File: src/rtl/dsw_pkg.sv
// Shared types, constants and the digit pattern table of the stopwatch block.
// No dependencies; every other file but dsw_checker imports this package.
`default_nettype none

package dsw_pkg;

  localparam int CFG_IDX_W  = 8;
  localparam int CFG_DATA_W = 16;

  // Configuration register indexes
  localparam logic [CFG_IDX_W-1:0] REG_DEBOUNCE_LIMIT = 8'd0;
  localparam logic [CFG_IDX_W-1:0] REG_SECOND_LIMIT   = 8'd1;

  localparam logic [7:0]  DEBOUNCE_LIMIT_RST = 8'd8;
  localparam logic [15:0] SECOND_LIMIT_RST   = 16'd488;

  // Last value of a units digit and of a tens digit before it wraps
  localparam logic [3:0] ONES_TOP = 4'd9;
  localparam logic [2:0] TENS_TOP = 3'd5;

  // Segment patterns, bit0 = a .. bit6 = g; codes above nine are blank
  localparam logic [6:0] SEG_TABLE [16] = '{
    7'h3F, 7'h06, 7'h5B, 7'h4F, 7'h66, 7'h6D, 7'h7D, 7'h07,
    7'h7F, 7'h6F, 7'h00, 7'h00, 7'h00, 7'h00, 7'h00, 7'h00
  };

  typedef struct packed {
    logic [7:0]  debounce_limit;
    logic [15:0] second_limit;
  } dsw_cfg_t;

  typedef struct packed {
    logic [2:0] min_tens;
    logic [3:0] min_ones;
    logic [2:0] sec_tens;
    logic [3:0] sec_ones;
  } dsw_digits_t;

  typedef struct packed {
    logic [6:0]  segments;
    logic [3:0]  digit_enable;
    logic        running;
    dsw_digits_t digits;
  } dsw_result_t;

endpackage

`default_nettype wire

File: src/rtl/dsw_skid.sv
// Result register with one skid entry, so input can be taken while a
// result waits. Depends on dsw_pkg for the result struct.
`default_nettype none

module dsw_skid
  import dsw_pkg::*;
(
  input  wire logic        clk,
  input  wire logic        rst_n,
  input  wire logic        push,
  input  wire dsw_result_t push_data,
  output      logic        push_ready,
  output      logic        out_valid,
  input  wire logic        out_ready,
  output      dsw_result_t out_data
);

  logic        out_valid_r, skid_valid_r;
  dsw_result_t out_data_r, skid_data_r;

  assign push_ready = !skid_valid_r;
  assign out_valid  = out_valid_r;
  assign out_data   = out_data_r;

  always_ff @(posedge clk) begin
    if (!rst_n) begin
      out_valid_r  <= 1'b0;
      skid_valid_r <= 1'b0;
    end else if (!out_valid_r || out_ready) begin
      if (skid_valid_r) begin
        out_valid_r  <= 1'b1;
        skid_valid_r <= 1'b0;
      end else begin
        out_valid_r <= push;
      end
    end else if (push) begin
      skid_valid_r <= 1'b1;
    end
  end

  // Payload: no reset needed
  always_ff @(posedge clk) begin
    if (!out_valid_r || out_ready) begin
      out_data_r <= skid_valid_r ? skid_data_r : push_data;
    end else if (push) begin
      skid_data_r <= push_data;
    end
  end

endmodule

`default_nettype wire

File: config.mk
export PLATFORM = sky130hd
export DESIGN_NAME = dsw_skid
export DESIGN_NICKNAME = d
export VERILOG_FILES = /design/src/rtl/dsw_pkg.sv /design/src/rtl/dsw_skid.sv
export SDC_FILE = /design/constraint.sdc
export NUM_CORES = 1
export LEC_CHECK = 0
export BUFFER_PORTS_ARGS = -buffer_cell sky130_fd_sc_hd__buf_2
export CORE_ASPECT_RATIO = 0.6
export CORE_MARGIN = 3
export CORE_UTILIZATION = 40
export CTS_BUF_LIST = sky130_fd_sc_hd__clkbuf_8
export DETAILED_ROUTE_END_ITERATION = 10
export SETUP_SLACK_MARGIN = 0.1
export SYNTH_ARGS = -nofsm -noshare
export SYNTH_HDL_FRONTEND = slang
export SYNTH_SLANG_ARGS = --single-unit
File: constraint.sdc
create_clock -name clk -period 3.6 [get_ports clk]
set_input_delay 0.18 -clock clk [delete_from_list [all_inputs] [get_ports clk]]
set_output_delay 0.18 -clock clk [all_outputs]
set_load 0.01 [all_outputs]
## Word level (Yosys, flattened, before mapping)

Cells that the tools add are included.

| word-level totals | value |
|---|---|
| bits in registers | 54 |
| latch bits | 0 |
| memory bits (writable) | 0 |
| bits in read-only memories | 0 |
| input port bits | 30 |
| output and inout port bits | 28 |
| word-level logic and storage cells | 25 |
| memories kept | 0 |

| operators by class | value |
|---|---|
| add/subtract/negate cells | 0 |
| $mul | 0 |
| divide/modulo/power cells | 0 |
| order comparisons | 0 |
| equal/unequal tests | 0 |
| shifts and indexed selects | 0 |
| muxes and demuxes | 2 |
| bitwise gates (word level) | 2 |
| reduce and logical (&&, ||, !) cells | 5 |

Operators with widths:

| cell | number |
|---|---|
| two-way mux 26 bit | 1 |
| zero test 1 bit | 2 |
| NOT 1 bit | 2 |
| AND reduction 2 bit | 1 |
| OR reduction 2 bit | 1 |
| logical OR 1 bit | 1 |
| two-way mux 1 bit | 1 |

## Logic depth before layout (Yosys ltp)

Gate-level depths: netlist (run 1).

| depth | value |
|---|---|
| depth in word-level cells | 4 |
| gate-level depth with buffers | 4 |

## Worst setup path before layout (run 1)

No wires, ideal clock.

| timing path | value |
|---|---|
| kind | reg-to-reg |
| start | reg out_valid_r, in the netlist out_valid |
| end | reg skid_data_r[0] in the netlist's numbering, enable pin |
| library setup time | 0.409 ns |
| arrival time | 2.233 ns |
| path slack | 0.958 ns |
| stages on the path, launching flop included | 3 |
| buffers on the path | 0 |
| clock period less this slack | 2.642 ns |
| cell sequence | dfxtp_1 > nand2b_1 > nor2_1 |

| between the ends | value |
|---|---|
| longest elaborated chain between the ends | 4 |

Ends and longest elaborated chain:

| element | RTL line | RTL |
|---|---|---|
| from (decl) | dsw_skid.sv:18 | `logic out_valid_r, skid_valid_r;` |
| from (signal assigned) | dsw_skid.sv:34 | `out_valid_r <= push;` |
| zero test 1 bit | dsw_skid.sv:43 | `if (!out_valid_r \|\| out_ready) begin` |
| logical OR 1 bit | dsw_skid.sv:43 |  |
| NOT 1 bit (no line) | -- |  |
| AND reduction 2 bit (no line) | -- |  |
| to (signal assigned) | dsw_skid.sv:46 | `skid_data_r <= push_data;` |
| to (decl) | dsw_skid.sv:19 | `dsw_result_t out_data_r, skid_data_r;` |

No other way between the ends.
A chain may end at the register's enable or synchronous reset.

## Final worst setup path (run 1)

| timing path | value |
|---|---|
| start | reg skid_valid_r |
| end | out push_ready |

| between the ends | value |
|---|---|
| longest elaborated chain between the ends | 1 |

Ends and longest elaborated chain:

| element | RTL line | RTL |
|---|---|---|
| from (decl) | dsw_skid.sv:18 |  |
| from (signal assigned) | dsw_skid.sv:28 | `skid_valid_r <= 1'b0;` |
| from (signal assigned) | dsw_skid.sv:32 | `skid_valid_r <= 1'b0;` |
| from (signal assigned) | dsw_skid.sv:37 | `skid_valid_r <= 1'b1;` |
| zero test 1 bit | dsw_skid.sv:21 | `assign push_ready = !skid_valid_r;` |
| to (decl) | dsw_skid.sv:12 | `output logic push_ready,` |

No other way between the ends.

==> impl_metrics.yaml, run 1 <==
clock_tree:
  root_buffer: "clkbuf_8"
  cts_tree: "yes"
  post_cts_buffers: 0
  hold_buffers: 0
  cts_buffers: 5
  worstSkewPairLatency_ps: 300
  cts_resized: 0
  cts_max_level: 2
  max-clock-path-buffers: 2
  cts.sinks: 54
  clk_pin_slew_ps: 100
floorplanning:
  die_area_sq_um: 6070
  num_rows: 19
  io_pins: 58
  dieWidth_microns: 98.6
  initial_core_util_pct: 43.3
  die_h_microns: 61.5
  core-area_sq_um: 4750
global_route:
  grt_pass1_wl_mm: 5.01
  track_usage_pct: 11.1
  grt_pass1_vias: 1016
  antenna_found_initial: 0
  grt_max_degree: 29
  use_met3_pct: 5.88
  use_met1_pct: 13.7
  grtUsageMet2_pct: 17.4
  grt.busiest_layer: "met2"
  overflow: 0
route:
  antenna_left: 0
  wl_per_cell_microns: 15.5
  route.vias.total: 1035
  finalWirelength_mm: 3.38
  drt_pass1_iterations: 4
  drt_iter0_markers: 57
  drcViolationCount: 0
  drt-vias-per-instance: 4.75
setup_path:
  crit_path_end: "push_ready"
  crit_path_start: "skid_valid_r$_SDFFE_PP0P_"
  crit_required_ps: 3420
  cp-start-kind: "register"
  r2r-end: "out_data[1]$_DFFE_PP_"
  worstSetupPathType: "register to output port"
  r2r_cells: 1
  crit_arrival_ps: 1440
  reg2reg_slack_ps: 2050
  endpoint_kind: "output port"
  crit_fanout: 28
  r2r-start: "skid_valid_r$_SDFFE_PP0P_"
power_and_ir_drop:
  p_leak_nw: 0.972
  power.density_nw_per_um2: 465
  power.total_mw: 1.15
  ir_drop_mv: 0.190
finish:
  fill_cells: 417
  final_util_pct: 52.2
  final_common_cell: "buf_2"
  antenna-diode-count: 0
  final_cell_mix: "57 x buf_2, 52 x edfxtp_1, 18 x mux2_4"
  final_cells: 218
  layout-drive-gt1-share_pct: 62.6
  area_delta_synth_final_pct: 20.6
  fin_nets: 184
placement:
  place_inst: 210
  numPortBuffers: 57
  place_congestion: 0.713
  dp_hpwl_mm: 2.34
synth:
  syn_nets: 120
  synth-adder-area-share_pct: 0
  yosys_warnings: 0
  synth.mux.area_fraction_pct: 17.5
  synth_top_family_by_area: "multiplexers"
  synthCells: 90
  synth_cell_type_count: 12
  synth_compound_area_share_pct: 0.365
  ys_seq_area_share_pct: 77.9
  syn-cell-area_sq_um: 2060
  synth_xor_area_share_pct: 0
  ys_ff_latch: 54
  synth-simple-area-share_pct: 1.40
  synth_area_per_cell_sq_um: 22.9
timing:
  post-route-period-util_pct: 44.9
  final_hold_viol_count: 0
  fin_crit_ps: 1620
  slew_viol_final: 0
  relSlewSlack_pct: 43.8
  skew_ps: 4.19
  max_freq_mhz: 619
  tightest_slew_ps: 844
  rsz0062_at_grt: "no"
  fin_tns_setup_ps: 0
  setup_viol: 0
outcome:
  status: "finished clean"
run:
  max-cap-violations: 0
min_path:
  hp-class: "primary input to register"
==> cells by family after synthesis <==
kind of cell    count (synthesis)
flops                          54
mux                            26
buf+inv                         5
compound gates                  1
simple gates                    4
==> synth_stat cells <==
cell | instances | area [sq um]
nand2b_1 | 1 | 6.26
dfxtp_1 | 2 | 40.0
nor3b_2 | 1 | 12.5
mux2_2 | 8 | 90.1
edfxtp_1 | 52 | 1560
buf_6 | 1 | 11.3
nor2_1 | 1 | 3.75
mux2_4 | 18 | 270
nor2_2 | 1 | 6.26
buf_12 | 2 | 40.0
a21boi_0 | 1 | 7.51
inv_1 | 2 | 7.51
==> routing by layer <==
metal | vias up | share of wire [%]
met5 | - | 0
met4 | 0 | 0.68
met3 | 4 | 11
met2 | 39 | 45
met1 | 516 | 43
li1 | 476 | -
==> critical path, cell delays in order, from the launching register on <==
cell and delay [ps]:
dfxtp_2 890, inv_1 70, buf_2 160
==> final cells by class <==
type / count / area (sq um) / share of cell area [%]
Tap cell: 63 / 78.8 / 3.18
Timing Repair Buffer: 60 / 308 / 12.4
Clock inverter: 3 / 16.3 / 0.656
Sequential cell: 54 / 1600 / 64.6
Inverter: 2 / 7.51 / 0.303
Clock buffer: 5 / 68.8 / 2.77
Multi-Input combinational cell: 31 / 399 / 16.1
==> through the flow <==
step                cell area, sq um  setup slack, ps  hold WS (ps)
finish                          2480             1980          60.6
global route                    2480             1840          54.7
CTS                             2480             1960          54.2
detailed placement              2400             2040           373
global placement                2400             2060           372
floorplan                       2060              958           279
==> where the power goes <==
group | internal [mW] | switching [mW] | total, mW
clock | 0.134 | 0.192 | 0.325
combinational | 0.0505 | 0.0442 | 0.0947
sequential | 0.723 | 0.0107 | 0.734
total | 0.907 | 0.247 | 1.15
==> state kept, by name (all words and copies together), names as in the netlist <==
register      cells
out_valid         1
skid_valid_r      1
out_data         26
skid_data_r      26
==> how the worst min path moves through the flow <==
stage / from / endpoint / slack, ps / cells past startpoint
2_1_floorplan: push_data[0] / skid_data_r[0]$_DFFE_PP_ / 280 / 0
3_3_place_gp: push_data[25] / skid_data_r[25]$_DFFE_PP_ / 370 / 1
3_5_place_dp: push_data[4] / skid_data_r[4]$_DFFE_PP_ / 370 / 1
4_1_cts: push_data[4] / skid_data_r[4]$_DFFE_PP_ / 50 / 1
5_1_grt: push_data[22] / skid_data_r[22]$_DFFE_PP_ / 50 / 1
6_report: push_data[5] / skid_data_r[5]$_DFFE_PP_ / 60 / 1
(Power assumes the default switching activity.)
==> run 2, diff against run 1 <==
PLACE_DENSITY = 0.66   (was unset)
clock period = 1.4 ns   (was 3.6 ns; I/O delays follow)
==> run 2 against run 1 <==
Effect of this change: power grew to 2.6 times the previous value; via count is 7.3% higher; critical endpoint is now out_data[3]$_DFFE_PP_; sequential share of layout area is 7.2 points lower; global-route usage is 1.8 points higher; flip-flop and latch count stayed put; die area stayed put; combinational power grew to 3.4 times the previous value; register-to-register slack worse by 1900 ps; clock-buffer cell count stayed put; final area is 13% higher; clock skew is 0.98 ps higher; critical path type is now register to register; clock power grew to 2.5 times the previous value.
==> impl_metrics.yaml, run 2 (synthesized netlist as in run 1, its figures left out) <==
outcome:
  status: "finished clean"
floorplanning:
  die_h_microns: 61.5
  dieWidth_microns: 98.6
  io_pins: 58
  num_rows: 19
  core-area_sq_um: 4750
  initial_core_util_pct: 43.3
  die_area_sq_um: 6070
setup_path:
  cp_top_family: "flip-flops"
  crit_chain: "buf_4, mux2_2"
  worstSetupPathType: "register to register"
  crit_buf_inv: 1
  slowest_stage: "dfxtp_2"
  crit_arrival_ps: 1260
  r2r_cells: 2
  max_stage_delay_ps: 370
  cp-start-kind: "register"
  reg2reg_slack_ps: 190
  endpoint_kind: "register"
  r2r-end: "out_data[3]$_DFFE_PP_"
  crit_fanout: 12
  r2r-start: "skid_valid_r$_SDFFE_PP0P_"
  crit_required_ps: 1460
power_and_ir_drop:
  ir_drop_mv: 0.575
  power_switching_mw: 0.637
  seq_power_share_pct: 62.2
  sw_frac_of_total_pct: 21.1
  combPwrFrac_pct: 10.6
  power.total_mw: 3.02
  power.density_nw_per_um2: 1080
  clkPwrFrac_pct: 27.2
  p_int_mw: 2.39
  p_leak_nw: 1.11
route:
  antenna_left: 0
  wl_met1_mm: 1.58
  drt-vias-per-instance: 4.48
  wl_met2_mm: 1.73
  drt_iter0_markers: 49
  wl_per_cell_microns: 14.7
  drcViolationCount: 0
  top_layer: "met4"
  finalWirelength_mm: 3.65
  route.vias.total: 1111
  drt_pass1_iterations: 4
  wl_met3_microns: 278
finish:
  fin_area_sq_um: 2800
  area_delta_synth_final_pct: 36.1
  fill_cells: 383
  antenna-diode-count: 0
  ff_latch_area_sq_um: 1610
  final_cell_mix: "57 x buf_2, 52 x edfxtp_1, 26 x dlygate4sd3_1"
  fin_nets: 214
  layout-drive-gt1-share_pct: 55.7
  final_common_cell: "buf_2"
  multi_input_comb_area_sq_um: 412
clock_tree:
  cts_buffers: 5
  worstSkewPairLatency_ps: 300
  clk_pin_slew_ps: 90
  max-clock-path-buffers: 2
  cts.sinks: 54
  cts_max_level: 2
  cts_resized: 0
  root_buffer: "clkbuf_8"
  cts_tree: "yes"
timing:
  rsz0062_at_grt: "no"
  post-route-period-util_pct: 86.1
  final_hold_viol_count: 0
  skew_ps: 5.17
  max_freq_mhz: 829
  setup_viol: 0
  relSlewSlack_pct: 84.2
  slew_viol_final: 0
  fin_tns_setup_ps: 0
  tightest_slew_ps: 237
  hold_ws_ps: 25.3
  fin_crit_ps: 1210
global_route:
  track_usage_pct: 13.0
  grt_pass1_vias: 1189
  grt_max_degree: 18
  grt_pass1_wl_mm: 5.80
  antenna_found_initial: 0
  overflow: 0
min_path:
  min_from: "rst_n"
  hp-class: "primary input to register"
  min_to: "skid_valid_r$_SDFFE_PP0P_"
  hold_depth: 2
placement:
  place_area_sq_um: 2450
  place_congestion: 0.731
  numPortBuffers: 57
  dp_hpwl_mm: 2.53
run:
  max-cap-violations: 0
run 2: cell types whose count changed in the layout (fill, tap and decap cells not counted), sizes merged:
cell,change
buf,+4
dlygate4sd3,+26
run 2: worst register-to-register path, delay by kind of cell, from the launching register on:
kind / cells / cell delay [ps]
flops: 1 / 370
mux: 1 / 370
buf+inv: 1 / 230
run 2: worst max path at each step:
| stage | from | endpoint | slack [ps] | cells after the start |
|---|---|---|---|---|
| 6_report | skid_valid_r$_SDFFE_PP0P_ | out_data[3]$_DFFE_PP_ | 190 | 2 |
| 5_1_grt | skid_valid_r$_SDFFE_PP0P_ | out_data[3]$_DFFE_PP_ | 150 | 2 |
| 4_1_cts | skid_valid_r$_SDFFE_PP0P_ | out_data[24]$_DFFE_PP_ | 190 | 2 |
| 3_5_place_dp | skid_valid_r$_SDFFE_PP0P_ | out_data[24]$_DFFE_PP_ | 190 | 2 |
| 3_3_place_gp | skid_valid_r$_SDFFE_PP0P_ | out_data[3]$_DFFE_PP_ | 230 | 2 |
| 2_1_floorplan | out_valid$_SDFFE_PN0P_ | skid_data_r[0]$_DFFE_PP_ | -30 | 2 |
run 2: metal layers:
layer  global-route usage (%)  vias up
li1                         -      536
met1                     15.1      533
met2                     22.0       35
met3                     5.43        7
met4                     5.25        0
met5                        0        -
run 2: final cells by class:
type / instances / area share [%]
Multi-Input combinational cell: 31 / 14.7
Sequential cell: 54 / 57.4
Timing Repair Buffer: 90 / 21.8
Tap cell: 63 / 2.82
Clock inverter: 3 / 0.581
Clock buffer: 5 / 2.46
Inverter: 2 / 0.268
run 2: timing repair:
item	in CTS	in global routing
setup endpoints to repair	0	0
hold endpoints to repair	26	0
hold buffers	26	0
buffers inserted	0	0
run 2: power by group through the flow:
stage,Sequential [mW],Combinational (mW),Clock [mW]
global route,1.89,0.348,0.926
CTS,1.88,0.324,0.869
finish,1.88,0.319,0.823
global placement,1.92,0.260,0
floorplan,1.95,0.100,0
detailed placement,1.92,0.268,0
run 2: metrics by stage:
stage	cells	setup slack [ps]	util, %
4_1_cts	248	187	58.9
3_5_place_dp	214	192	51.6
5_1_grt	248	153	58.9
2_1_floorplan	90	-26.8	-
6_report	248	194	58.9
3_3_place_gp	214	229	51.6
==> run 3, diff against run 2 <==
PLACE_DENSITY = 0.76   (was 0.66)
==> run 3 against run 2 <==
Effect of this change: clock skew rose by 1.4 ps; fmax grew 5.8%; first-iteration DRC count is 8.2% lower; critical path type unchanged; die area is the same; largest cell class unchanged.
==> impl_metrics.yaml, run 3 (synthesized netlist as in run 1, its figures left out) <==
setup_path:
  cp_top_family: "flip-flops"
  r2r-start: "skid_valid_r$_SDFFE_PP0P_"
  crit_path_end: "out_data[0]$_DFFE_PP_"
  crit_cells: 2
  reg2reg_slack_ps: 260
  worstSetupPathType: "register to register"
  slowest_stage: "dfxtp_2"
  crit_buf_inv: 1
  crit_chain: "buf_12, mux2_2"
  r2r_cells: 2
  crit_arrival_ps: 1190
  crit_required_ps: 1450
  endpoint_kind: "register"
  crit_fanout: 13
  crit_path_start: "skid_valid_r$_SDFFE_PP0P_"
  r2r-end: "out_data[0]$_DFFE_PP_"
  max_stage_delay_ps: 390
  cp-start-kind: "register"
placement:
  dp_hpwl_mm: 2.51
  place_inst: 213
  numPortBuffers: 57
  place_congestion: 0.711
clock_tree:
  cts.sinks: 54
  cts_max_level: 2
  max-clock-path-buffers: 2
  cts_buffers: 5
  clk_pin_slew_ps: 90
  root_buffer: "clkbuf_8"
  cts_tree: "yes"
  worstSkewPairLatency_ps: 300
power_and_ir_drop:
  power.density_nw_per_um2: 1080
  ir_drop_mv: 0.559
  p_leak_nw: 1.12
global_route:
  grt_pass1_vias: 1238
  overflow: 0
  grtUsageMet2_pct: 22.5
  use_met1_pct: 16.3
  grt.busiest_layer: "met2"
  use_met3_pct: 4.41
  grt_pass1_wl_mm: 5.86
  grt_max_degree: 16
  track_usage_pct: 13.1
  antenna_found_initial: 0
floorplanning:
  dieWidth_microns: 98.6
  die_h_microns: 61.5
  num_rows: 19
  die_area_sq_um: 6070
  core-area_sq_um: 4750
  initial_core_util_pct: 43.3
  io_pins: 58
route:
  drcViolationCount: 0
  drt-vias-per-instance: 4.54
  finalWirelength_mm: 3.65
  drt_iter0_markers: 45
  route.vias.total: 1121
  drt_pass1_iterations: 4
  wl_per_cell_microns: 14.8
  antenna_left: 0
finish:
  antenna-diode-count: 0
  final_cell_mix: "57 x buf_2, 52 x edfxtp_1, 26 x dlygate4sd3_1"
  fin_nets: 213
  final_cells: 247
  area_delta_synth_final_pct: 37.9
  final_common_cell: "buf_2"
  layout-drive-gt1-share_pct: 55.4
timing:
  hold_ws_ps: 26.4
  final_hold_viol_count: 0
  relSlewSlack_pct: 85.9
  skew_ps: 6.60
  max_freq_mhz: 877
  slew_viol_final: 0
  tightest_slew_ps: 211
  rsz0062_at_grt: "no"
  post-route-period-util_pct: 81.4
  fin_crit_ps: 1140
  setup_viol: 0
run:
  max-cap-violations: 0
min_path:
  hp-class: "primary input to register"
outcome:
  status: "finished clean"
==> run 3: cell types whose count changed in the layout (fill, tap and decap cells not counted) <==
cell and change:
inv_1 +1, buf_4 -4, clkinvlp_4 -1, buf_12 +3, clkbuf_8 +1, clkinv_1 -1
==> run 3: power breakdown <==
group          leakage (nW)  switching (mW)  internal [mW]
clock network        0.0524           0.469          0.393
registers             0.523          0.0226           1.86
logic                 0.548           0.135          0.190
total                  1.12           0.627           2.44
==> run 3: worst register-to-register path: stages (launching register included) <==
cell and delay, ps:
dfxtp_2 390, buf_12 160, mux2_2 340
==> run 3: final cells by class <==
| cell class | count | area [sq um] |
|---|---|---|
| Fill cell | 380 | 1920 |
| Sequential cell | 54 | 1610 |
| Timing Repair Buffer | 89 | 641 |
| Multi-Input combinational cell | 31 | 412 |
| Clock buffer | 6 | 82.6 |
| Tap cell | 63 | 78.8 |
| Clock inverter | 2 | 8.76 |
| Inverter | 2 | 7.51 |
==> run 3: per-stage QoR <==
stage	TNS, ps	setup slack (ps)	cell area, sq um	total power, mW	util [%]
after floorplan	-697	-26.8	2080	2.05	-
after global placement	0	303	2480	2.18	52.3
after detailed placement	0	273	2480	2.19	52.3
after CTS	0	255	2840	3.10	59.7
after global routing	0	215	2840	3.21	59.7
final	0	260	2840	3.07	59.7
==> run 3: metal layers <==
metal / wire (microns) / share of wire [%] / vias to the layer above
met1: 1630 / 45 / 540
met2: 1760 / 48 / 48
met4: 0 / 0 / 0
met3: 255 / 7.0 / 0
met5: 0 / 0 / -
li1: - / - / 533
==> run 3: timing repair <==
action	4_1_cts	5_1_grt
hold buffers	26	0
buffers inserted	0	0
endpoints found under the hold margin	26	0
resized for setup	0	0
==> run 3: worst min path at each step <==
stage | startpoint | to | slack (ps) | cells past startpoint
6_report | rst_n | out_valid$_SDFFE_PN0P_ | 30 | 2
5_1_grt | rst_n | out_valid$_SDFFE_PN0P_ | 2 | 2
4_1_cts | rst_n | out_valid$_SDFFE_PN0P_ | 10 | 2
3_5_place_dp | push_data[1] | skid_data_r[1]$_DFFE_PP_ | 270 | 1
3_3_place_gp | push_data[23] | skid_data_r[23]$_DFFE_PP_ | 260 | 1
2_1_floorplan | push_data[0] | skid_data_r[0]$_DFFE_PP_ | 170 | 0
