### src/rtl/dsw_pkg.sv
// Shared types, constants and the digit pattern table of the stopwatch block.
// No dependencies; every other file but dsw_checker imports this package.
`default_nettype none

package dsw_pkg;

  localparam int CFG_IDX_W  = 8;
  localparam int CFG_DATA_W = 16;

  // Configuration register indexes
  localparam logic [CFG_IDX_W-1:0] REG_DEBOUNCE_LIMIT = 8'd0;
  localparam logic [CFG_IDX_W-1:0] REG_SECOND_LIMIT   = 8'd1;

  localparam logic [7:0]  DEBOUNCE_LIMIT_RST = 8'd8;
  localparam logic [15:0] SECOND_LIMIT_RST   = 16'd488;

  // Last value of a units digit and of a tens digit before it wraps
  localparam logic [3:0] ONES_TOP = 4'd9;
  localparam logic [2:0] TENS_TOP = 3'd5;

  // Segment patterns, bit0 = a .. bit6 = g; codes above nine are blank
  localparam logic [6:0] SEG_TABLE [16] = '{
    7'h3F, 7'h06, 7'h5B, 7'h4F, 7'h66, 7'h6D, 7'h7D, 7'h07,
    7'h7F, 7'h6F, 7'h00, 7'h00, 7'h00, 7'h00, 7'h00, 7'h00
  };

  typedef struct packed {
    logic [7:0]  debounce_limit;
    logic [15:0] second_limit;
  } dsw_cfg_t;

  typedef struct packed {
    logic [2:0] min_tens;
    logic [3:0] min_ones;
    logic [2:0] sec_tens;
    logic [3:0] sec_ones;
  } dsw_digits_t;

  typedef struct packed {
    logic [6:0]  segments;
    logic [3:0]  digit_enable;
    logic        running;
    dsw_digits_t digits;
  } dsw_result_t;

endpackage

`default_nettype wire

### src/rtl/dsw_scan.sv
// Display scan: phase counter and the latched segment pattern and enable.
// Depends on dsw_pkg for the digit struct and the segment table.
`default_nettype none

module dsw_scan
  import dsw_pkg::*;
(
  input  wire logic        clk,
  input  wire logic        rst_n,
  input  wire logic        accept,
  input  wire logic        timer_tick,
  input  wire dsw_digits_t digits_nxt,
  output      logic [6:0]  seg_nxt,
  output      logic [3:0]  enable_nxt
);

  logic [1:0] phase_r, phase_nxt;
  logic [1:0] last_phase_r;
  logic [6:0] seg_r;
  logic [3:0] enable_r;
  logic [3:0] digit_sel;

  always_comb begin
    phase_nxt = timer_tick ? phase_r + 2'd1 : phase_r;
    unique case (phase_nxt)
      2'd0:    digit_sel = digits_nxt.sec_ones;
      2'd1:    digit_sel = {1'b0, digits_nxt.sec_tens};
      2'd2:    digit_sel = digits_nxt.min_ones;
      default: digit_sel = {1'b0, digits_nxt.min_tens};
    endcase
    if (phase_nxt != last_phase_r) begin
      seg_nxt    = SEG_TABLE[digit_sel];
      enable_nxt = 4'b0001 << phase_nxt;
    end else begin
      seg_nxt    = seg_r;
      enable_nxt = enable_r;
    end
  end

  always_ff @(posedge clk) begin
    if (!rst_n) begin
      phase_r      <= 2'd0;
      last_phase_r <= 2'd0;
      seg_r        <= 7'd0;
      enable_r     <= 4'd0;
    end else if (accept) begin
      phase_r      <= phase_nxt;
      last_phase_r <= phase_nxt;
      seg_r        <= seg_nxt;
      enable_r     <= enable_nxt;
    end
  end

endmodule

`default_nettype wire

### config.mk
export PLATFORM = sky130hd
export DESIGN_NAME = dsw_scan
export DESIGN_NICKNAME = d
export VERILOG_FILES = /design/src/rtl/dsw_pkg.sv /design/src/rtl/dsw_scan.sv
export SDC_FILE = /design/constraint.sdc
export NUM_CORES = 1
export LEC_CHECK = 0
export BUFFER_PORTS_ARGS = -buffer_cell sky130_fd_sc_hd__buf_2
export CORE_ASPECT_RATIO = 0.9
export CORE_MARGIN = 8
export CORE_UTILIZATION = 40
export DETAILED_ROUTE_END_ITERATION = 16
export GPL_TIMING_DRIVEN = 0
export PLACE_DENSITY = 0.64
export SYNTH_ARGS = -nofsm -noshare
export SYNTH_HDL_FRONTEND = slang
export SYNTH_SLANG_ARGS = --single-unit
### constraint.sdc
create_clock -name clk -period 3.1 [get_ports clk]
set_clock_uncertainty 0.2 [all_clocks]
set_input_delay 0 -clock clk [delete_from_list [all_inputs] [get_ports clk]]
set_output_delay 0 -clock clk [all_outputs]
set_load 0.05 [all_outputs]
# Yosys cells after proc, flatten, opt, wreduce, memory -nomap -nowiden

Memories as Yosys holds them, arrays and structs flattened.
Cells that the tools add are included.

Bits in read-only memories: 112
Output and inout port bits: 11
Memories kept: 1
Flip-flop bits (word level): 13

Shifts and indexed selects: 1
Bitwise logic cells: 1
Mux-type cells: 6
$lt $le $gt $ge: 1
Reductions and logical operators: 1
Equal/unequal tests: 3
Add/sub/neg operators: 1

Memory list:

| name            | words | width | rd ports | clocked after Yosys merged registers in | wr ports | line           | text |
|---|---|---|---|---|---|---|---|
| (no name shown) | 16    | 7     | 1        | 0                                       | 0        | dsw_scan.sv:32 | `seg_nxt = SEG_TABLE[digit_sel];` |

Operator list:

| cell                                                      | number |
|---|---|
| two-way mux 7 bit                                         | 3 |
| case mux 4 bit (3 select lines)                           | 1 |
| greater-or-equal comparator 5 bit (second input constant) | 1 |
| inverter 4 -> 5 bit                                       | 1 |
| two-way mux 4 bit                                         | 1 |
| << shifter 1 x 2 -> 4 bit (first input constant)          | 1 |
| adder 2 x 1 -> 2 bit (second input constant)              | 1 |
| == test 2 x 1 -> 1 bit (second input constant)            | 1 |
| == test 2 bit (second input constant)                     | 1 |
| logical NOT 2 bit                                         | 1 |
| two-way mux 2 bit                                         | 1 |
| inequality test 2 bit                                     | 1 |

# Longest topological paths before layout

Gate-level depths: netlist of run 1.

Word-level depth: 9
Gate-level depth with buffers: 8

# Worst setup path after synthesis of run 1

No wires, ideal clock.

Path kind: register -> output
From: register last_phase_r[0]
To: output seg_nxt[4]
Cell stages (with the launch flop): 7
Arrival: 2.393 ns
Data required time: 2.900 ns
Slack: 0.507 ns
Cells stage by stage: dfxtp_1 -> mux4_2 -> inv_1 -> ha_1 -> mux2i_1 -> or2_1 -> a31oi_1

Longest elaborated chain between the ends: 9
Elaborated cells between the ends (all ways): 12

Ends and longest elaborated chain:

| what                                        | line           | text |
|---|---|---|
| from (decl)                                 | dsw_scan.sv:18 | `logic [1:0] last_phase_r;` |
| from (signal assigned)                      | dsw_scan.sv:48 | `last_phase_r <= phase_nxt;` |
| adder 2 x 1 -> 2 bit                        | -              |  |
| two-way mux 2 bit                           | -              |  |
| == test 2 bit, or another cell as far along | -              |  |
| case mux 4 bit (3 select lines)             | -              |  |
| inverter 4 -> 5 bit                         | -              |  |
| memory (16 x 7 bit)                         | -              |  |
| two-way mux 7 bit (2 in a row)              | -              |  |
| two-way mux 7 bit *                         | dsw_scan.sv:31 | `if (phase_nxt != last_phase_r) begin` |
| to (decl)                                   | dsw_scan.sv:13 | `output logic [6:0] seg_nxt,` |

Mark *: on every way between the ends. The rest lies on a longest branch, timed or not. The select of a mux whose other input is x is not followed.

# Worst setup path in the final report of run 1

From: register last_phase_r[0]
To: output seg_nxt[1]

The elaborated chain is that of the path after synthesis.

==> results of run 1 <==
## per-stage QoR
step / cell area [sq um] / instances
final: 1400 / 194
after global routing: 1400 / 194
after CTS: 1400 / 194
after detailed placement: 1350 / 188
after global placement: 1350 / 188
after floorplan: 1160 / 120
## cells by family (layout without fill, tap and decap cells)
logic type | Yosys count | after routing | synth area share
flip-flops | 13 | 13 | 0.224
XOR/XNOR | 3 | 3 | 0.0227
adder cells (fa/ha/maj) | 6 | 6 | 0.0647
AO/OA/AOI/OAI | 29 | 29 | 0.245
AND/OR/NAND/NOR | 30 | 30 | 0.143
multiplexers | 23 | 23 | 0.229
buffers and inverters | 16 | 50 | 0.0712
## area by class of cell
class | count | area share
well taps | 40 | 0.0358
clock buffers | 4 | 0.0188
multi-input cells | 91 | 0.585
repair buffers | 30 | 0.115
flip-flops and latches | 13 | 0.186
plain buffers | 9 | 0.0403
inverters | 7 | 0.0188
## how the worst max path moves through the flow
stage	from	to	slack [ps]	cells after the start
6_report	last_phase_r[0]	seg_nxt[1]	110	8
5_1_grt	last_phase_r[0]	seg_nxt[1]	5	8
4_1_cts	last_phase_r[0]	seg_nxt[1]	80	8
3_5_place_dp	last_phase_r[0]	seg_nxt[1]	420	8
3_3_place_gp	last_phase_r[0]	seg_nxt[1]	400	8
2_1_floorplan	last_phase_r[0]	seg_nxt[4]	510	6
## power by group through the flow
| stage | logic [mW] | clock network [mW] | registers, mW |
|---|---|---|---|
| 6_report | 0.272 | 0.105 | 0.187 |
| 5_1_grt | 0.297 | 0.116 | 0.188 |
| 4_1_cts | 0.274 | 0.111 | 0.187 |
| 3_5_place_dp | 0.271 | 0 | 0.191 |
| 3_3_place_gp | 0.265 | 0 | 0.190 |
| 2_1_floorplan | 0.212 | 0 | 0.188 |
## registers in the layout (all words and copies together), names as in the netlist
register	cells
last_phase_r	2
enable_r	4
seg_r	7
## Yosys cell counts, drive strengths merged
cell	count	share of area
a211oi	1	0.0065
a21bo	1	0.0086
a22oi	1	0.011
a31oi	2	0.011
a32oi	1	0.0076
and2	5	0.027
and3	1	0.0054
and4b	1	0.0086
buf	7	0.042
clkbuf	2	0.0065
dfxtp	13	0.22
ha	6	0.065
inv	7	0.023
mux2	8	0.078
mux2i	13	0.11
mux4	2	0.039
nand2	8	0.026
nand2b	3	0.016
nand3	2	0.0086
nand3b	2	0.013
nor2	3	0.0097
nor2b	1	0.0054
nor4b	1	0.0076
o211a	4	0.035
o21a	2	0.013
o21ai	3	0.013
o221a	6	0.058
o22a	5	0.038
o31ai	2	0.037
o32ai	1	0.0076
or2	3	0.016
xnor2	1	0.0076
xor2	2	0.015
## per-layer routing
metal	global-route usage	up-vias	part of all wire
met1	0.138	455	0.45
met2	0.204	20	0.50
li1	-	513	-
met4	0	0	0
met3	0.0465	0	0.052
met5	0	-	0
## worst max-delay path, stage by stage, from the launching register on
cell and delay (ps):
dfxtp_1 440, buf_4 230, mux4_2 590, inv_1 110, ha_1 250, a21bo_2 200
a32oi_1 270, o21a_1 160, buf_2 250
==> flow_metrics.env, run 1 <==
export IMPL_outcome="complete, no violations"
export IMPL_row_count=18
export IMPL_critPathArrivalTime_ps=2790
export IMPL_grt_pass1_wl_um=4540
export IMPL_drt_total_wl_um=2690
export IMPL_layout_drive_gt1_share=0.344
export IMPL_regArea_sq_um=260
export IMPL_fin_hold_ws_ps=219
export IMPL_period_minus_slack_ps=2990
export IMPL_post_route_util=0.508
export IMPL_min_period_over_period=0.963
export IMPL_finalSetupViolations=0
export IMPL_nNetsFinal=179
export IMPL_fp_dieH_um=67.1
export IMPL_tritoncts="done"
export IMPL_antenna_cells=0
export IMPL_leakagePower_nw=0.673
export IMPL_p_comb_frac=0.483
export IMPL_syn_num_nets=144
export IMPL_hold_buffers=2
export IMPL_dieWidth_um=72.8
export IMPL_critical_path_class="flop to output port"
export IMPL_layout_commonest_cell="buf_2"
export IMPL_antenna_found_initial=0
export IMPL_start_kind="flop"
export IMPL_p_seq_frac=0.331
export IMPL_netlist_cell_type_count=38
export IMPL_crit_fanout=10
export IMPL_slew_limit_headroom=0.640
export IMPL_dr_pass1_iters=4
export IMPL_area_delta_synth_final_pct=20.4
export IMPL_fmax_mhz=335
export IMPL_syn_avg_cell_area_sq_um=9.67
export IMPL_drv_slew=0
export IMPL_ctsRootBufferMaster="clkbuf_4"
export IMPL_dp_hpwl_um=2150
export IMPL_setup_tns_final_ps=0
export IMPL_holdPathStages=5
export IMPL_yosys_warnings=0
export IMPL_place_gp_congestion=0.752
export IMPL_clk_latency_ps=270
export IMPL_holdCritPathClass="input port to flop"
export IMPL_dp_slack_ps=416
export IMPL_reg2reg_depth=7
export IMPL_p_int_uw=333
export IMPL_routed_via_density=5.09
export IMPL_power_clock_fraction=0.186
export IMPL_yosysSeqAreaShare=0.224
export IMPL_postCtsSetupRepairBufs=0
export IMPL_cts_resized=0
export IMPL_p_total_uw=563
export IMPL_r2r_slack_ps=530
export IMPL_grt_pass1_vias=1028
export IMPL_clock_sinks=13
export IMPL_layout_common_cells="31 x buf_2, 13 x mux2i_1, 13 x dfxtp_1"
export IMPL_io_pins=29
export IMPL_drv_cap=0
export IMPL_syn_inst=120
export IMPL_switching_share=0.409
export IMPL_rr_startpoint="last_phase_r[0]"
export IMPL_hold_path_end="seg_r[1]"
export IMPL_multi_input_area_sq_um=817
export IMPL_vias=988
export IMPL_end_kind="output port"
export IMPL_clkSlewWorstSetupHoldPaths_ps=80
export IMPL_wl_per_cell_um=13.9
export IMPL_cp_required_ps=2900
export IMPL_start_util=0.422
export IMPL_ir_drop_mv=0.301
export IMPL_ys_ff_latch=13
export IMPL_syn_cell_area_sq_mm=0.00116
export IMPL_grt_max_degree=11
export IMPL_antenna_left=0
export IMPL_p_sw_uw=231
export IMPL_cts_buffer_depth=2
export IMPL_hp_start="digits_nxt[3]"
export IMPL_fill_cells=281
export IMPL_rsz0062_at_grt="no"
export IMPL_worstReg2RegEnd="seg_r[1]"
export IMPL_fin_ws_ps=114
export IMPL_core_area_sq_mm=0.00275
export IMPL_hold_viol=0
export IMPL_worstMarginPinSlew_ps=541
export IMPL_overflow=0
export IMPL_drtIter0Drc=45
export IMPL_pwr_density_cell_mw_per_mm2=403
export IMPL_port_buffers=28
export IMPL_dieArea_sq_mm=0.00488
export IMPL_numCtsBuffers=3
export IMPL_drc=0
export IMPL_grt_usage=0.116
export IMPL_htreeDepth=1
No activity file was read; power rests on OpenSTA's default activity.
==> inputs of run 2 (changes only) <==
--- a/config.mk
+++ b/config.mk
@@ -7,7 +7,7 @@
 export LEC_CHECK = 0
 export BUFFER_PORTS_ARGS = -buffer_cell sky130_fd_sc_hd__buf_2
 export CORE_ASPECT_RATIO = 0.9
-export CORE_MARGIN = 8
+export CORE_MARGIN = 2
 export CORE_UTILIZATION = 40
 export DETAILED_ROUTE_END_ITERATION = 16
 export GPL_TIMING_DRIVEN = 0
==> run 2 against run 1 <==
Via count grew 0.71%. Final cell count is the same. Die area shrank 31%. Hold slack lost 23 ps. Largest cell class unchanged. Global-route usage grew 5.3 points. Flip-flop and latch count is the same. Highest routed layer is now met4. Critical path depth is the same. First-iteration DRC count shrank 49%. Sequential power is essentially flat. Worst setup slack gained 38 ps. Wire length shrank 5.2%. Count of clock-buffer cells in the layout is the same.
==> flow_metrics.env, run 2 (synthesized netlist as in run 1, its figures left out) <==
export IMPL_outcome="complete, no violations"
export IMPL_routed_via_density=5.13
export IMPL_numCtsBuffers=3
export IMPL_postPlaceCellArea_sq_mm=0.00135
export IMPL_rsz0062_at_grt="no"
export IMPL_row_count=18
export IMPL_period_minus_slack_ps=2950
export IMPL_critical_path_class="flop to output port"
export IMPL_ctsRootBufferMaster="clkbuf_4"
export IMPL_clock_sinks=13
export IMPL_hp_start="digits_nxt[3]"
export IMPL_cts_buffer_depth=2
export IMPL_wl_per_cell_um=13.2
export IMPL_crit_fanout=10
export IMPL_critPathArrivalTime_ps=2750
export IMPL_largest_register="seg_r"
export IMPL_tritoncts="done"
export IMPL_fmax_mhz=339
export IMPL_core_area_sq_mm=0.00275
export IMPL_setup_tns_final_ps=0
export IMPL_drv_cap=0
export IMPL_start_util=0.422
export IMPL_overflow=0
export IMPL_end_kind="output port"
export IMPL_drtIter0Drc=23
export IMPL_leakagePower_nw=0.673
export IMPL_grt_max_degree=11
export IMPL_drt_total_wl_um=2550
export IMPL_antenna_left=0
export IMPL_nNetsFinal=179
export IMPL_worstReg2RegEnd="seg_r[1]"
export IMPL_r2r_slack_ps=580
export IMPL_clk_latency_ps=280
export IMPL_antenna_cells=0
export IMPL_holdCritPathClass="input port to flop"
export IMPL_vias=995
export IMPL_dr_pass1_iters=3
export IMPL_holdPathStages=5
export IMPL_rr_startpoint="last_phase_r[0]"
export IMPL_slew_limit_headroom=0.654
export IMPL_antenna_found_initial=0
export IMPL_grt_usage=0.170
export IMPL_reg2reg_depth=7
export IMPL_place_gp_congestion=0.754
export IMPL_drc=0
export IMPL_design_area_sq_mm=0.00140
export IMPL_largest_reg_flops=7
export IMPL_dieArea_sq_mm=0.00335
export IMPL_pwr_density_cell_mw_per_mm2=405
export IMPL_area_delta_synth_final_pct=20.5
export IMPL_worstMarginPinSlew_ps=518
export IMPL_finalSetupViolations=0
export IMPL_port_buffers=28
export IMPL_fp_dieH_um=55.1
export IMPL_hold_path_end="seg_r[1]"
export IMPL_reg_top3="seg_r: 7 flops, enable_r: 4 flops, last_phase_r: 2 flops"
export IMPL_grt_pass1_vias=947
export IMPL_io_pins=29
export IMPL_min_period_over_period=0.951
export IMPL_dp_hpwl_um=2010
export IMPL_ir_drop_mv=0.270
export IMPL_layout_drive_gt1_share=0.351
export IMPL_clkSlewWorstSetupHoldPaths_ps=90
export IMPL_start_kind="flop"
export IMPL_grt_pass1_wl_um=4100
export IMPL_cp_required_ps=2900
export IMPL_layout_common_cells="31 x buf_2, 13 x mux2i_1, 12 x dfxtp_1"
export IMPL_drv_slew=0
export IMPL_htreeDepth=1
export IMPL_hold_viol=0
export IMPL_dieWidth_um=60.8
export IMPL_layout_commonest_cell="buf_2"
## run 2: worst max-delay path, stage by stage, from the launching register on
cell and delay, ps:
dfxtp_2 390, buf_4 210, mux4_2 590, inv_1 110, ha_1 260, a21bo_2 200, a32oi_1 280, o21a_1 170
buf_2 250
## run 2: where the power goes
| group | leakage [nW] | internal [mW] | switching, mW |
|---|---|---|---|
| Sequential | 0.108 | 0.180 | 0.00739 |
| Combinational | 0.551 | 0.104 | 0.167 |
| Clock | 0.0150 | 0.0500 | 0.0595 |
## run 2: final cells by class
cell class | instances | area [sq um]
flip-flops and latches | 13 | 262
plain buffers | 9 | 56.3
fillers | 282 | 1350
well taps | 40 | 50.0
repair buffers | 30 | 160
multi-input cells | 91 | 817
inverters | 7 | 26.3
clock buffers | 4 | 26.3
## run 2: worst max path at each step
stage                       endpoint            start  cells past startpoint
final                     seg_nxt[1]  last_phase_r[0]                      8
after global routing      seg_nxt[1]  last_phase_r[0]                      8
after CTS                 seg_nxt[1]  last_phase_r[0]                      8
after detailed placement  seg_nxt[1]  last_phase_r[0]                      8
after global placement    seg_nxt[1]  last_phase_r[0]                      8
after floorplan           seg_nxt[4]  last_phase_r[0]                      6
## run 2: timing repair
| action | 4_1_cts | 5_1_grt |
|---|---|---|
| hold buffers | 2 | 0 |
| setup endpoints to repair | 0 | 1 |
| setup buffers | 0 | 0 |
| resized for setup | 0 | 1 |
| endpoints found under the hold margin | 7 | 0 |
## run 2: metrics by stage
stage	hold slack, ps	std cells	util	worst slack, ps	total power, mW
after global placement	60.3	188	0.491	411	0.453
after global routing	221	194	0.509	23.9	0.603
after floorplan	-78.3	120	-	507	0.401
final	196	194	0.509	152	0.567
after detailed placement	59.6	188	0.491	359	0.461
after CTS	182	194	0.508	35.5	0.575
## run 2: routing by layer
metal  wire, um  track usage  part of all wire
met2       1270        0.328              0.50
met5          0            0                 0
met4         19       0.0435            0.0074
met1       1180        0.185              0.46
met3         86       0.0419             0.034
==> inputs of run 3 (changes only) <==
==> constraint.sdc (replaced) <==
create_clock -name clk -period 3.1 [get_ports clk]
set_clock_uncertainty 0.2 [all_clocks]
set_input_delay 0 -clock clk [delete_from_list [all_inputs] [get_ports clk]]
set_output_delay 0 -clock clk [all_outputs]
set_load 0.02 [all_outputs]
==> run 3 against run 2 <==
First-iteration DRC count stayed put. Maximum frequency is 0.61% higher. Non-clock buffer count stayed put. Clock power hardly changed. Register-to-register slack worse by 80 ps.
==> flow_metrics.env, run 3 (synthesized netlist as in run 1, its figures left out) <==
export IMPL_outcome="complete, no violations"
export IMPL_reg_top3="seg_r: 7 flops, enable_r: 4 flops, last_phase_r: 2 flops"
export IMPL_vias=994
export IMPL_dp_hpwl_um=2010
export IMPL_tritoncts="done"
export IMPL_dieWidth_um=60.8
export IMPL_clkSlewWorstSetupHoldPaths_ps=90
export IMPL_drv_slew=0
export IMPL_p_int_uw=333
export IMPL_fp_dieH_um=55.1
export IMPL_htreeDepth=1
export IMPL_clock_sinks=13
export IMPL_instances_no_fill=194
export IMPL_grt_pass1_wl_um=4100
export IMPL_layout_drive_gt1_share=0.344
export IMPL_worstMarginPinSlew_ps=518
export IMPL_drtIter0Drc=23
export IMPL_ir_drop_mv=0.261
export IMPL_fmax_mhz=341
export IMPL_cts_resized=0
export IMPL_cpLargestDelayFamily="compound AO/OA/AOI/OAI gates"
export IMPL_postPlaceCellArea_sq_mm=0.00135
export IMPL_grt_max_degree=11
export IMPL_place_gp_congestion=0.754
export IMPL_grt_usage=0.170
export IMPL_crit_path_cell_trace="buf_4, mux4_2, inv_1, ha_1, a21bo_2, a32oi_1, o21a_1, buf_2"
export IMPL_clk_latency_ps=280
export IMPL_core_area_sq_mm=0.00275
export IMPL_min_period_over_period=0.945
export IMPL_row_count=18
export IMPL_largest_reg_flops=7
export IMPL_fill_cells=283
export IMPL_end_kind="output port"
export IMPL_port_buffers=28
export IMPL_cts_buffer_depth=2
export IMPL_dieArea_sq_mm=0.00335
export IMPL_ctsRootBufferMaster="clkbuf_4"
export IMPL_post_place_cells=188
export IMPL_numCtsBuffers=3
export IMPL_dr_pass1_iters=3
export IMPL_switching_share=0.367
export IMPL_leakagePower_nw=0.673
export IMPL_period_minus_slack_ps=2930
export IMPL_io_pins=29
export IMPL_routed_via_density=5.12
export IMPL_wl_per_cell_um=13.2
export IMPL_drc=0
export IMPL_overflow=0
export IMPL_setup_tns_final_ps=0
export IMPL_design_area_sq_mm=0.00140
export IMPL_grt_pass1_vias=947
export IMPL_cp_required_ps=2900
export IMPL_layout_commonest_cell="buf_2"
export IMPL_power_clock_fraction=0.209
export IMPL_finalSetupViolations=0
export IMPL_layout_common_cells="31 x buf_2, 13 x mux2i_1, 13 x dfxtp_1"
export IMPL_critical_path_class="flop to output port"
export IMPL_p_seq_frac=0.355
export IMPL_path_buf_inv=3
export IMPL_slew_limit_headroom=0.654
export IMPL_nNetsFinal=179
export IMPL_drt_total_wl_um=2550
export IMPL_start_kind="flop"
export IMPL_crit_slowest_cell="mux4_2"
export IMPL_drv_cap=0
export IMPL_start_util=0.422
export IMPL_p_comb_frac=0.436
export IMPL_antenna_found_initial=0
export IMPL_critPathArrivalTime_ps=2730
export IMPL_area_delta_synth_final_pct=20.4
export IMPL_holdCritPathClass="input port to flop"
export IMPL_crit_fanout=10
export IMPL_rsz0062_at_grt="no"
export IMPL_p_total_uw=526
export IMPL_antenna_cells=0
export IMPL_critPathMaxStageDelay_ps=590
export IMPL_p_sw_uw=193
export IMPL_antenna_left=0
export IMPL_pwr_density_cell_mw_per_mm2=377
export IMPL_hold_viol=0
export IMPL_largest_register="seg_r"
==> run 3: stage by stage <==
stage          worst slack [ps]  utilization  hold WS (ps)
2_1_floorplan               776            -         -78.3
3_3_place_gp                510        0.491          60.3
3_5_place_dp                458        0.491          59.6
4_1_cts                     135        0.508           182
5_1_grt                    26.4        0.508           221
6_report                    170        0.508           194
==> run 3: routing by layer <==
metal,global-route usage,wire (um),vias to the layer above
li1,-,-,514
met1,0.185,1180,459
met2,0.328,1270,16
met3,0.0419,86,5
met4,0.0435,19,0
met5,0,0,-
==> run 3: power by group through the flow <==
stage | Sequential, mW | Combinational [mW] | Clock [mW]
6_report | 0.187 | 0.229 | 0.110
5_1_grt | 0.188 | 0.253 | 0.121
4_1_cts | 0.187 | 0.232 | 0.115
3_5_place_dp | 0.191 | 0.229 | 0
3_3_place_gp | 0.190 | 0.223 | 0
2_1_floorplan | 0.188 | 0.172 | 0
==> run 3: layout make-up <==
class	count	area, sq um	share of cell area
clock buffers	4	26.3	0.0188
flip-flops and latches	13	260	0.186
well taps	40	50.0	0.0358
inverters	7	26.3	0.0188
repair buffers	30	160	0.115
plain buffers	9	56.3	0.0403
multi-input cells	91	817	0.585
==> run 3: worst register-to-register path: stages (launching register included) <==
cell,delay (ps)
dfxtp_1,440
buf_4,230
mux4_2,600
inv_1,110
ha_1,260
a21bo_2,200
a32oi_1,280
o221a_2,230
==> run 3: final timing paths <==
check                  start         end  slack (ps)  cells after the start
max          last_phase_r[0]  seg_nxt[1]         170                      8
min reg2reg         seg_r[0]    seg_r[0]         340                      1
min            digits_nxt[3]    seg_r[1]         190                      5
max reg2reg  last_phase_r[0]    seg_r[1]         500                      7
==> run 3: timing repair <==
action,4_1_cts,5_1_grt
buffers inserted,0,0
hold endpoints to repair,7,0
hold buffers,2,0
